===== config.mk =====
export PLATFORM = sky130hd
export DESIGN_NAME = escape_sequence_to_utf8_decoder
export DESIGN_NICKNAME = d
export VERILOG_FILES = /design/src/esu8_pkg.sv /design/src/esu8_front.sv /design/src/esu8_fifo.sv /design/src/esu8_back.sv /design/src/escape_sequence_to_utf8_decoder.sv
export SDC_FILE = /design/constraint.sdc
export NUM_CORES = 1
export LEC_CHECK = 0
export ABC_AREA = 1
export BUFFER_PORTS_ARGS = -buffer_cell sky130_fd_sc_hd__buf_2
export CAP_MARGIN = 20
export CORE_MARGIN = 4
export CORE_UTILIZATION = 30
export CTS_CLUSTER_SIZE = 10
export DETAILED_ROUTE_END_ITERATION = 8
export GPL_TIMING_DRIVEN = 0
export HOLD_SLACK_MARGIN = 0.08
export PLACE_DENSITY = 0.41
export SLEW_MARGIN = 20
export SYNTH_ARGS = -nofsm -noshare
export SYNTH_HDL_FRONTEND = slang
export SYNTH_SLANG_ARGS = --single-unit

===== constraint.sdc =====
create_clock -name clk_i -period 4.8 [get_ports clk_i]
set_input_delay 1.44 -clock clk_i [delete_from_list [all_inputs] [get_ports clk_i]]
set_output_delay 1.44 -clock clk_i [all_outputs]
set_load 0.05 [all_outputs]

===== src/esu8_pkg.sv =====
package esu8_pkg;

  // Depth of the queue between the parser and the UTF-8 serialiser.
  localparam int unsigned QueueDepth = 2;
  localparam int unsigned QPtrW      = (QueueDepth > 1) ? $clog2(QueueDepth) : 1;
  localparam int unsigned QCntW      = $clog2(QueueDepth + 1);

  // How the byte that follows a flushed code point is written out.
  localparam logic [1:0] PLAIN_NONE   = 2'd0;
  localparam logic [1:0] PLAIN_SINGLE = 2'd1;
  localparam logic [1:0] PLAIN_LATIN1 = 2'd2;

  // One request from the parser to the serialiser: an optional code point
  // of one to six bytes, then an optional plain byte of one or two bytes.
  typedef struct packed {
    logic [31:0] code;
    logic [2:0]  flush_len;
    logic [1:0]  plain_kind;
    logic [7:0]  plain_byte;
    logic        last;
  } job_t;

endpackage


===== src/esu8_front.sv =====
module esu8_front (
  input  logic                clk_i,
  input  logic                rst_ni,
  input  logic                cfg_we_i,
  input  logic                cfg_wdata_i,
  input  logic                accept_i,
  input  logic [7:0]          in_byte_i,
  input  logic                end_of_value_i,
  output logic                push_o,
  output esu8_pkg::job_t      job_o
);
  import esu8_pkg::*;

  localparam logic [1:0] MODE_PLAIN = 2'd0;
  localparam logic [1:0] MODE_ESC   = 2'd1;
  localparam logic [1:0] MODE_OCT   = 2'd2;
  localparam logic [1:0] MODE_HEX   = 2'd3;

  logic        latin1_q;
  logic [1:0]  mode_q, mode_d;
  logic [31:0] cp_q, cp_d;
  logic        ovf_q, ovf_d;
  logic [3:0]  left_q, left_d;

  logic        do_flush;
  logic [31:0] flush_cp;
  logic        flush_ovf;
  logic [1:0]  pkind;
  logic [7:0]  pbyte;
  logic [2:0]  flen;
  logic        is_oct;
  logic        hex_ok;
  logic [3:0]  hex_val;

  // Hex digit decode of the incoming byte.
  always_comb begin
    hex_ok  = 1'b1;
    hex_val = 4'd0;
    if (in_byte_i >= 8'h30 && in_byte_i <= 8'h39) begin
      hex_val = in_byte_i[3:0];
    end else if ((in_byte_i >= 8'h41 && in_byte_i <= 8'h46) ||
                 (in_byte_i >= 8'h61 && in_byte_i <= 8'h66)) begin
      hex_val = in_byte_i[3:0] + 4'd9;
    end else begin
      hex_ok = 1'b0;
    end
  end

  assign is_oct = (in_byte_i >= 8'h30) && (in_byte_i <= 8'h37);

  // Parser: next state and the request that this byte causes.
  always_comb begin
    mode_d    = mode_q;
    cp_d      = cp_q;
    ovf_d     = ovf_q;
    left_d    = left_q;
    do_flush  = 1'b0;
    flush_cp  = cp_q;
    flush_ovf = ovf_q;
    pkind     = PLAIN_NONE;
    pbyte     = in_byte_i;

    unique case (mode_q)
      MODE_ESC: begin
        mode_d = MODE_PLAIN;
        unique case (in_byte_i) inside
          8'h6E: begin pkind = PLAIN_SINGLE; pbyte = 8'h0A; end
          8'h72: begin pkind = PLAIN_SINGLE; pbyte = 8'h0D; end
          8'h74: begin pkind = PLAIN_SINGLE; pbyte = 8'h09; end
          8'h66: begin pkind = PLAIN_SINGLE; pbyte = 8'h0C; end
          8'h76: begin pkind = PLAIN_SINGLE; pbyte = 8'h0B; end
          [8'h30:8'h37]: begin
            cp_d   = {29'd0, in_byte_i[2:0]};
            ovf_d  = 1'b0;
            mode_d = MODE_OCT;
          end
          8'h78, 8'h58, 8'h75, 8'h55: begin
            cp_d   = 32'd0;
            ovf_d  = 1'b0;
            left_d = (in_byte_i == 8'h75) ? 4'd4 :
                     (in_byte_i == 8'h55) ? 4'd8 : 4'd2;
            mode_d = MODE_HEX;
          end
          default: pkind = PLAIN_SINGLE;
        endcase
      end
      MODE_OCT: begin
        if (is_oct) begin
          if (cp_q[31:29] != 3'd0) begin
            ovf_d = 1'b1;
          end
          cp_d = {cp_q[28:0], in_byte_i[2:0]};
        end else begin
          do_flush = 1'b1;
          mode_d   = MODE_PLAIN;
        end
      end
      MODE_HEX: begin
        if (hex_ok) begin
          cp_d   = {cp_q[27:0], hex_val};
          left_d = left_q - 4'd1;
          if (left_d == 4'd0) begin
            do_flush = 1'b1;
            flush_cp = cp_d;
            mode_d   = MODE_PLAIN;
          end
        end else begin
          do_flush = 1'b1;
          mode_d   = MODE_PLAIN;
        end
      end
      default: ;
    endcase

    // A plain byte: from plain mode, or the byte that ended a run.
    if (mode_q == MODE_PLAIN || (do_flush && !(mode_q == MODE_HEX && hex_ok))) begin
      if (in_byte_i == 8'h5C) begin
        if (!end_of_value_i) begin
          mode_d = MODE_ESC;
        end
      end else if (latin1_q && in_byte_i[7]) begin
        pkind = PLAIN_LATIN1;
      end else begin
        pkind = PLAIN_SINGLE;
      end
    end

    // The end of the value flushes an open run.
    if (end_of_value_i && (mode_d == MODE_OCT || mode_d == MODE_HEX)) begin
      do_flush  = 1'b1;
      flush_cp  = cp_d;
      flush_ovf = ovf_d;
    end

    // A flush or end of value returns the parser to plain text, unless a flushing backslash opens an escape.
    if (do_flush || end_of_value_i) begin
      cp_d   = 32'd0;
      ovf_d  = 1'b0;
      left_d = 4'd0;
      if (do_flush || end_of_value_i) begin
        if (end_of_value_i || mode_d != MODE_ESC) begin
          mode_d = MODE_PLAIN;
        end
      end
    end
  end

  // Length of the UTF-8 form of the flushed code point.
  always_comb begin
    if (!do_flush) begin
      flen = 3'd0;
    end else if (flush_ovf) begin
      flen = 3'd6;
    end else if (flush_cp[31:7] == 25'd0) begin
      flen = 3'd1;
    end else if (flush_cp[31:11] == 21'd0) begin
      flen = 3'd2;
    end else if (flush_cp[31:16] == 16'd0) begin
      flen = 3'd3;
    end else if (flush_cp[31:21] == 11'd0) begin
      flen = 3'd4;
    end else if (flush_cp[31:26] == 6'd0) begin
      flen = 3'd5;
    end else begin
      flen = 3'd6;
    end
  end

  assign job_o.code       = flush_cp;
  assign job_o.flush_len  = flen;
  assign job_o.plain_kind = pkind;
  assign job_o.plain_byte = pbyte;
  assign job_o.last       = end_of_value_i;

  // Only requests that produce at least one result go into the queue.
  assign push_o = accept_i && (do_flush || pkind != PLAIN_NONE || end_of_value_i);

  // Configuration register.
  always_ff @(posedge clk_i or negedge rst_ni) begin
    if (!rst_ni) begin
      latin1_q <= 1'b0;
    end else if (cfg_we_i) begin
      latin1_q <= cfg_wdata_i;
    end
  end

  // Parser state.
  always_ff @(posedge clk_i or negedge rst_ni) begin
    if (!rst_ni) begin
      mode_q <= MODE_PLAIN;
      cp_q   <= 32'd0;
      ovf_q  <= 1'b0;
      left_q <= 4'd0;
    end else if (accept_i) begin
      mode_q <= mode_d;
      cp_q   <= cp_d;
      ovf_q  <= ovf_d;
      left_q <= left_d;
    end
  end

endmodule


===== src/esu8_fifo.sv =====
module esu8_fifo (
  input  logic           clk_i,
  input  logic           rst_ni,
  input  logic           push_i,
  input  esu8_pkg::job_t push_job_i,
  output logic           full_o,
  input  logic           pop_i,
  output logic           head_valid_o,
  output esu8_pkg::job_t head_job_o
);
  import esu8_pkg::*;

  job_t             mem_q [QueueDepth];
  logic [QPtrW-1:0] wptr_q, rptr_q;
  logic [QCntW-1:0] count_q;

  assign full_o       = (count_q == QCntW'(QueueDepth));
  assign head_valid_o = (count_q != '0);
  assign head_job_o   = mem_q[rptr_q];

  // Storage; entries need no reset.
  always_ff @(posedge clk_i) begin
    if (push_i) begin
      mem_q[wptr_q] <= push_job_i;
    end
  end

  // Pointers and fill count.
  always_ff @(posedge clk_i or negedge rst_ni) begin
    if (!rst_ni) begin
      wptr_q  <= '0;
      rptr_q  <= '0;
      count_q <= '0;
    end else begin
      if (push_i) begin
        wptr_q <= (wptr_q == QPtrW'(QueueDepth - 1)) ? '0 : wptr_q + QPtrW'(1);
      end
      if (pop_i) begin
        rptr_q <= (rptr_q == QPtrW'(QueueDepth - 1)) ? '0 : rptr_q + QPtrW'(1);
      end
      if (push_i && !pop_i) begin
        count_q <= count_q + QCntW'(1);
      end else if (pop_i && !push_i) begin
        count_q <= count_q - QCntW'(1);
      end
    end
  end

endmodule


===== src/esu8_back.sv =====
module esu8_back (
  input  logic           clk_i,
  input  logic           rst_ni,
  input  logic           head_valid_i,
  input  esu8_pkg::job_t head_job_i,
  output logic           pop_o,
  output logic           out_valid_o,
  input  logic           out_ready_i,
  output logic [7:0]     out_byte_o,
  output logic           byte_valid_o,
  output logic           last_of_value_o
);
  import esu8_pkg::*;

  logic [2:0] step_q, step_d;
  logic       out_valid_q;
  logic [7:0] out_byte_q;
  logic       byte_valid_q;
  logic       last_q;

  logic       adv;
  logic       emit;
  logic       is_final;
  logic [3:0] total;
  logic [2:0] len;
  logic [2:0] sh;
  logic [2:0] pstep;
  logic [5:0] grp;
  logic [7:0] cur_byte;

  assign len = head_job_i.flush_len;

  // Number of bytes in the request at the head of the queue.
  always_comb begin
    case (head_job_i.plain_kind)
      PLAIN_SINGLE: total = {1'b0, len} + 4'd1;
      PLAIN_LATIN1: total = {1'b0, len} + 4'd2;
      default:      total = {1'b0, len};
    endcase
  end

  // Six-bit group of the code point for a continuation byte.
  assign sh    = len - 3'd1 - step_q;
  assign pstep = step_q - len;
  always_comb begin
    case (sh)
      3'd0:    grp = head_job_i.code[5:0];
      3'd1:    grp = head_job_i.code[11:6];
      3'd2:    grp = head_job_i.code[17:12];
      3'd3:    grp = head_job_i.code[23:18];
      3'd4:    grp = head_job_i.code[29:24];
      default: grp = 6'd0;
    endcase
  end

  // Byte for the current step: lead byte, continuation or plain byte.
  always_comb begin
    cur_byte = 8'd0;
    if (step_q < len) begin
      if (step_q == 3'd0) begin
        case (len)
          3'd1:    cur_byte = head_job_i.code[7:0];
          3'd2:    cur_byte = {3'b110, head_job_i.code[10:6]};
          3'd3:    cur_byte = {4'b1110, head_job_i.code[15:12]};
          3'd4:    cur_byte = {5'b11110, head_job_i.code[20:18]};
          3'd5:    cur_byte = {6'b111110, head_job_i.code[25:24]};
          default: cur_byte = {6'b111111, head_job_i.code[31:30]};
        endcase
      end else begin
        cur_byte = {2'b10, grp};
      end
    end else if (pstep == 3'd0) begin
      if (head_job_i.plain_kind == PLAIN_LATIN1) begin
        cur_byte = {6'b110000, head_job_i.plain_byte[7:6]};
      end else begin
        cur_byte = head_job_i.plain_byte;
      end
    end else begin
      cur_byte = {2'b10, head_job_i.plain_byte[5:0]};
    end
  end

  // Step through the request; release it with its last byte.
  assign adv      = !out_valid_q || out_ready_i;
  assign emit     = head_valid_i && adv;
  assign is_final = (total == 4'd0) || ({1'b0, step_q} == total - 4'd1);
  assign pop_o    = emit && is_final;

  always_comb begin
    step_d = step_q;
    if (emit) begin
      step_d = is_final ? 3'd0 : step_q + 3'd1;
    end
  end

  // Output register.
  always_ff @(posedge clk_i or negedge rst_ni) begin
    if (!rst_ni) begin
      step_q      <= 3'd0;
      out_valid_q <= 1'b0;
    end else begin
      step_q <= step_d;
      if (adv) begin
        out_valid_q <= head_valid_i;
      end
    end
  end

  always_ff @(posedge clk_i) begin
    if (emit) begin
      out_byte_q   <= (total == 4'd0) ? 8'd0 : cur_byte;
      byte_valid_q <= (total != 4'd0);
      last_q       <= is_final && head_job_i.last;
    end
  end

  assign out_valid_o     = out_valid_q;
  assign out_byte_o      = out_byte_q;
  assign byte_valid_o    = byte_valid_q;
  assign last_of_value_o = last_q;

endmodule


===== src/escape_sequence_to_utf8_decoder.sv =====
// Backslash-escape decoder with UTF-8 output. Bytes of a value string go in
// one per request; decoded UTF-8 bytes come out one per request. A parser
// accepts one input byte per cycle whenever its two-entry queue has room;
// the serialiser behind the queue sends one output byte per cycle unless
// out_ready_i stalls it. An input byte yields at most eight output bytes (a
// code point of up to six bytes and a plain byte of up to two); input bytes
// that yield nothing are not queued unless they end the value. Results go
// through the queue and the output register. The user must write latin1_mode
// via cfg_we_i/cfg_wdata_i while the block is idle; it does not enforce this.
module escape_sequence_to_utf8_decoder (
  input  logic       clk_i,
  input  logic       rst_ni,
  input  logic       cfg_we_i,
  input  logic       cfg_wdata_i,
  input  logic       in_valid_i,
  output logic       in_ready_o,
  input  logic [7:0] in_byte_i,
  input  logic       end_of_value_i,
  output logic       out_valid_o,
  input  logic       out_ready_i,
  output logic [7:0] out_byte_o,
  output logic       byte_valid_o,
  output logic       last_of_value_o
);
  import esu8_pkg::*;

  logic accept;
  logic push;
  logic full;
  logic pop;
  logic head_valid;
  job_t push_job;
  job_t head_job;

  // Input request is taken whenever the queue can hold its result.
  assign in_ready_o = !full;
  assign accept     = in_valid_i && !full;

  esu8_front u_front (
    .clk_i          (clk_i),
    .rst_ni         (rst_ni),
    .cfg_we_i       (cfg_we_i),
    .cfg_wdata_i    (cfg_wdata_i),
    .accept_i       (accept),
    .in_byte_i      (in_byte_i),
    .end_of_value_i (end_of_value_i),
    .push_o         (push),
    .job_o          (push_job)
  );

  esu8_fifo u_fifo (
    .clk_i        (clk_i),
    .rst_ni       (rst_ni),
    .push_i       (push),
    .push_job_i   (push_job),
    .full_o       (full),
    .pop_i        (pop),
    .head_valid_o (head_valid),
    .head_job_o   (head_job)
  );

  esu8_back u_back (
    .clk_i           (clk_i),
    .rst_ni          (rst_ni),
    .head_valid_i    (head_valid),
    .head_job_i      (head_job),
    .pop_o           (pop),
    .out_valid_o     (out_valid_o),
    .out_ready_i     (out_ready_i),
    .out_byte_o      (out_byte_o),
    .byte_valid_o    (byte_valid_o),
    .last_of_value_o (last_of_value_o)
  );

endmodule

==> impl_metrics.env <==
export IMPL_status="complete, no violations"
export IMPL_routed_via_density=4.92
export IMPL_synthesis_area_per_instance_sq_um=8.09
export IMPL_fp_dieH_microns=181
export IMPL_syn_area_sq_um=9000
export IMPL_relative_contribution_of_combinational_cells_to_total_power_pct=44.5
export IMPL_crit_path_max_fanout=10
export IMPL_drc=0
export IMPL_rsz0062_at_grt="no"
export IMPL_cellPowerDensity_nw_per_um2=565
export IMPL_synth_nets=1157
export IMPL_drt_iter0_drc=508
export IMPL_rr_startpoint="u_fifo.rptr_q$_DFFE_PN0P_"
export IMPL_drive_above_1_share_pct=10.8
export IMPL_io_pin_count=27
export IMPL_holdWs_ns=0.482
export IMPL_wire_per_inst_microns=18.9
export IMPL_post_synthesis_compound_gate_area_fraction_pct=15.1
export IMPL_power_switching_share_pct=43.3
export IMPL_number_of_antenna_violations_at_the_first_check_in_global_routing=0
export IMPL_r2r_end="u_fifo.count_q[1]$_DFFE_PN0P_"
export IMPL_vias=7689
export IMPL_n_antenna_cell=0
export IMPL_critical_path_top_delay_family="compound AO/OA/AOI/OAI gates"
export IMPL_synth_seq_area_share_pct=47.4
export IMPL_crit_path_cell_trace="buf_2 -> inv_1 -> ha_1 -> nor2_1 -> nor2_1 -> o21ai_4 -> nand2_4 -> nand2_2 -> buf_4 -> inv_1 -> o21bai_1 -> a21oi_1 -> inv_1 -> o21ai_2 -> inv_1 -> ha_1 -> a21oi_1 -> o21ai_0 -> xor2_1"
export IMPL_insertion_delay_ns=0.43
export IMPL_cts_htree_levels=4
export IMPL_worstRegToRegCells=20
export IMPL_fp_dieW_microns=181
export IMPL_die_area_sq_um=32800
export IMPL_power_net_switching_mw=2.54
export IMPL_cts_sinks=150
export IMPL_ys_ff_latch=150
export IMPL_filler_cells_inserted=3171
export IMPL_synth_xor_xnor_area_share_pct=0.778
export IMPL_clock_fmax_mhz=224
export IMPL_worstMarginPinSlew_ns=0.801
export IMPL_worst_path_most_repeated_cell="inv_1"
export IMPL_syn_inst=1113
export IMPL_grt_start_max_net_pins=49
export IMPL_relSlewSlack_pct=46.6
export IMPL_cts_buffers_inserted=17
export IMPL_yosys_area_share_adder_pct=4.11
export IMPL_timing_final_crit_share_pct=92.9
export IMPL_core_area_sq_um=29600
export IMPL_final_weighted_congestion_in_routability_driven_placement=0.895
export IMPL_criticalPathCategory="in -> reg"
export IMPL_drt_pass1_iterations=7
export IMPL_power_sequential_fraction_pct=31.4
export IMPL_slowest_stage="ha_1"
export IMPL_clock_path_buffers=2
export IMPL_area_growth_synth_to_final_pct=15.1
export IMPL_critPathLaunchType="input port"
export IMPL_crit_buf_inv=6
export IMPL_layout_min_cycle_time_ns=4.46
export IMPL_core_rowCount=63
export IMPL_grt_overflow_total=0
export IMPL_min_from="u_fifo.count_q[0]$_DFFE_PN0P_"
export IMPL_post_route_util_pct=35.0
export IMPL_post_synth_and_or_nand_nor_area_fraction_pct=22.9
export IMPL_number_of_unique_standard_cell_types_used_by_synthesis=51
export IMPL_start_util_pct=30.4
export IMPL_clkPwrFrac_pct=24.2
export IMPL_report_final_setup_viol=0
export IMPL_synth_mux_area_fraction_pct=0.792
export IMPL_main_combinational_cell_family_by_area_after_synthesis="simple AND/OR/NAND/NOR gates"
export IMPL_holdPathStages=1
export IMPL_timing_final_hold_violations=0
export IMPL_cp_arrival_ns=4.77
export IMPL_worst_clock_skew_ns=0.0139
export IMPL_nets=1204
export IMPL_grt_total_usage_pct=18.0
export IMPL_finalMaxSlewViolations=0
export IMPL_grt_pass1_wl_microns=45200
export IMPL_async_flop_share_pct=32.0
export IMPL_clkTransAtPathRegs_ns=0.07
export IMPL_internal_power_mw=3.32
export IMPL_synth_top_flop_cell="edfxtp_1"
export IMPL_ys_warnings_count=0
export IMPL_post_dp_hpwl_microns=22100
export IMPL_root_buffer="clkbuf_16"
export IMPL_cpPeakStageDelay_ns=0.35
export IMPL_wirelength_microns=29500
export IMPL_max_cap_violations=0
export IMPL_hold_worst_path_end="u_fifo.count_q[0]$_DFFE_PN0P_"
export IMPL_total_power_mw=5.86
export IMPL_critPathRequiredTime_ns=5.11
export IMPL_antenna_violating_nets_post_route=0
export IMPL_cp_end_kind="flip-flop"
export IMPL_timing_hold_worst_class="reg -> reg"
export IMPL_first_global_vias=7567
export IMPL_tritoncts="done"
export IMPL_timing_reg2reg_setup_slack_ns=0.53
export IMPL_power_ir_vdd_worst_v=0.000237
export IMPL_cellLeakagePower_nw=4.70
export IMPL_portBuffers=26
export IMPL_synth_edff_count=102
## cell families (layout without fill, tap and decap cells)
logic type,Yosys count,after routing
AO/OA/AOI/OAI,232,232
XOR/XNOR,8,8
adder cells (fa/ha/maj),29,29
buffers and inverters,202,261
flip-flops,150,150
multiplexers,7,7
AND/OR/NAND/NOR,485,485
## power groups by stage
stage / Clock [mW] / Combinational [mW] / Sequential (mW)
finish: 1.42 / 2.60 / 1.84
floorplan: 0 / 1.56 / 2.02
global route: 1.50 / 2.91 / 1.86
detailed placement: 0 / 2.63 / 1.86
CTS: 1.45 / 2.65 / 1.84
global placement: 0 / 2.55 / 1.88
## routing by layer
| layer | part of all wire, % | vias to the layer above | global-route usage [%] |
|---|---|---|---|
| met2 | 48 | 174 | 30.1 |
| met3 | 3.2 | 45 | 2.64 |
| li1 | - | 3817 | - |
| met4 | 2.0 | 0 | 5.37 |
| met1 | 47 | 3653 | 24.3 |
| met5 | 0 | - | 0 |
## synthesized netlist by cell type, drive strengths merged (5+ instances only)
cell | instances | area (sq um)
mux2i | 6 | 60.1
dfrtp | 48 | 1200
o22ai | 36 | 225
ha | 28 | 350
nand2 | 323 | 1270
nand4 | 8 | 62.6
xor2 | 7 | 61.3
a31oi | 7 | 43.8
o21ai | 116 | 599
o2111ai | 5 | 43.8
a21oi | 32 | 160
buf | 23 | 133
nor3 | 8 | 40.0
a22oi | 8 | 60.1
nor2 | 73 | 292
nand3 | 66 | 345
o211ai | 11 | 82.6
edfxtp | 102 | 3060
or2 | 5 | 31.3
clkbuf | 20 | 75.1
inv | 155 | 584
## registers in the layout (all words and copies together) (netlist names), 2 cells and up
register           count
u_front.cp_q          32
u_front.mode_q         2
u_back.step_q          3
u_fifo.mem_q          92
u_fifo.count_q         2
u_front.left_q         4
u_back.out_byte_o      8
## final cells by class
type | instances | area, sq um | share of cell area, %
sequential | 150 | 4260 | 41.2
multi-input combinational | 761 | 3950 | 38.1
timing repair buffer | 32 | 254 | 2.45
inverter | 159 | 608 | 5.87
tap | 390 | 488 | 4.71
clock inverter | 13 | 173 | 1.67
clock buffer | 18 | 429 | 4.14
buffer | 39 | 194 | 1.87
## worst max-delay path by stage
| stage | from | endpoint | slack [ns] | cells past startpoint |
|---|---|---|---|---|
| final | in_byte_i[0] | u_fifo.count_q[1]$_DFFE_PN0P_ | 0.34 | 19 |
| after CTS | in_byte_i[0] | u_fifo.count_q[1]$_DFFE_PN0P_ | 0.07 | 19 |
| after global routing | in_byte_i[0] | u_fifo.count_q[1]$_DFFE_PN0P_ | 0.0005 | 19 |
| after detailed placement | u_fifo.rptr_q$_DFFE_PN0P_ | u_fifo.count_q[1]$_DFFE_PN0P_ | -0.66 | 20 |
| after floorplan | in_byte_i[0] | u_fifo.mem_q[1][0]$_DFFE_PP_ | 0.18 | 14 |
| after global placement | in_byte_i[0] | u_fifo.mem_q[1][23]$_DFFE_PP_ | -1.64 | 15 |
## placed cells by master, fill, tap and decap left out, types with 8 or more instances in the layout
cell type    n
clkbuf_1    17
edfxtp_1   102
a21oi_1     31
nor2_1      66
inv_1      147
o21ai_1     14
a22oi_1      8
nand2_2     10
ha_1        28
o211ai_1    11
nand2_1    308
o22ai_1     36
nor3_1       8
clkbuf_16   17
nand3_1     63
o21ai_0     98
dfrtp_1     48
buf_2       38
## per-stage QoR
| stage | TNS (ns) | setup slack (ns) | instance area, sq um | std cells |
|---|---|---|---|---|
| finish | 0 | 0.340 | 10400 | 1562 |
| global route | 0 | 0.000516 | 10400 | 1562 |
| CTS | 0 | 0.0749 | 10400 | 1564 |
| detailed placement | -9.97 | -0.664 | 9760 | 1534 |
| global placement | -150.92 | -1.64 | 9630 | 1529 |
| floorplan | 0 | 0.176 | 9010 | 1113 |
## timing repair
item / CTS / global route
pin swaps: 0 / 0
hold buffers: 0 / 0
endpoints found under the setup margin: 3 / 22
gates cloned: 0 / 0
endpoints found under the hold margin: 0 / 0
gates resized for setup: 3 / 1
buffers inserted: 1 / 0
Power figures use the tool's default switching activity.
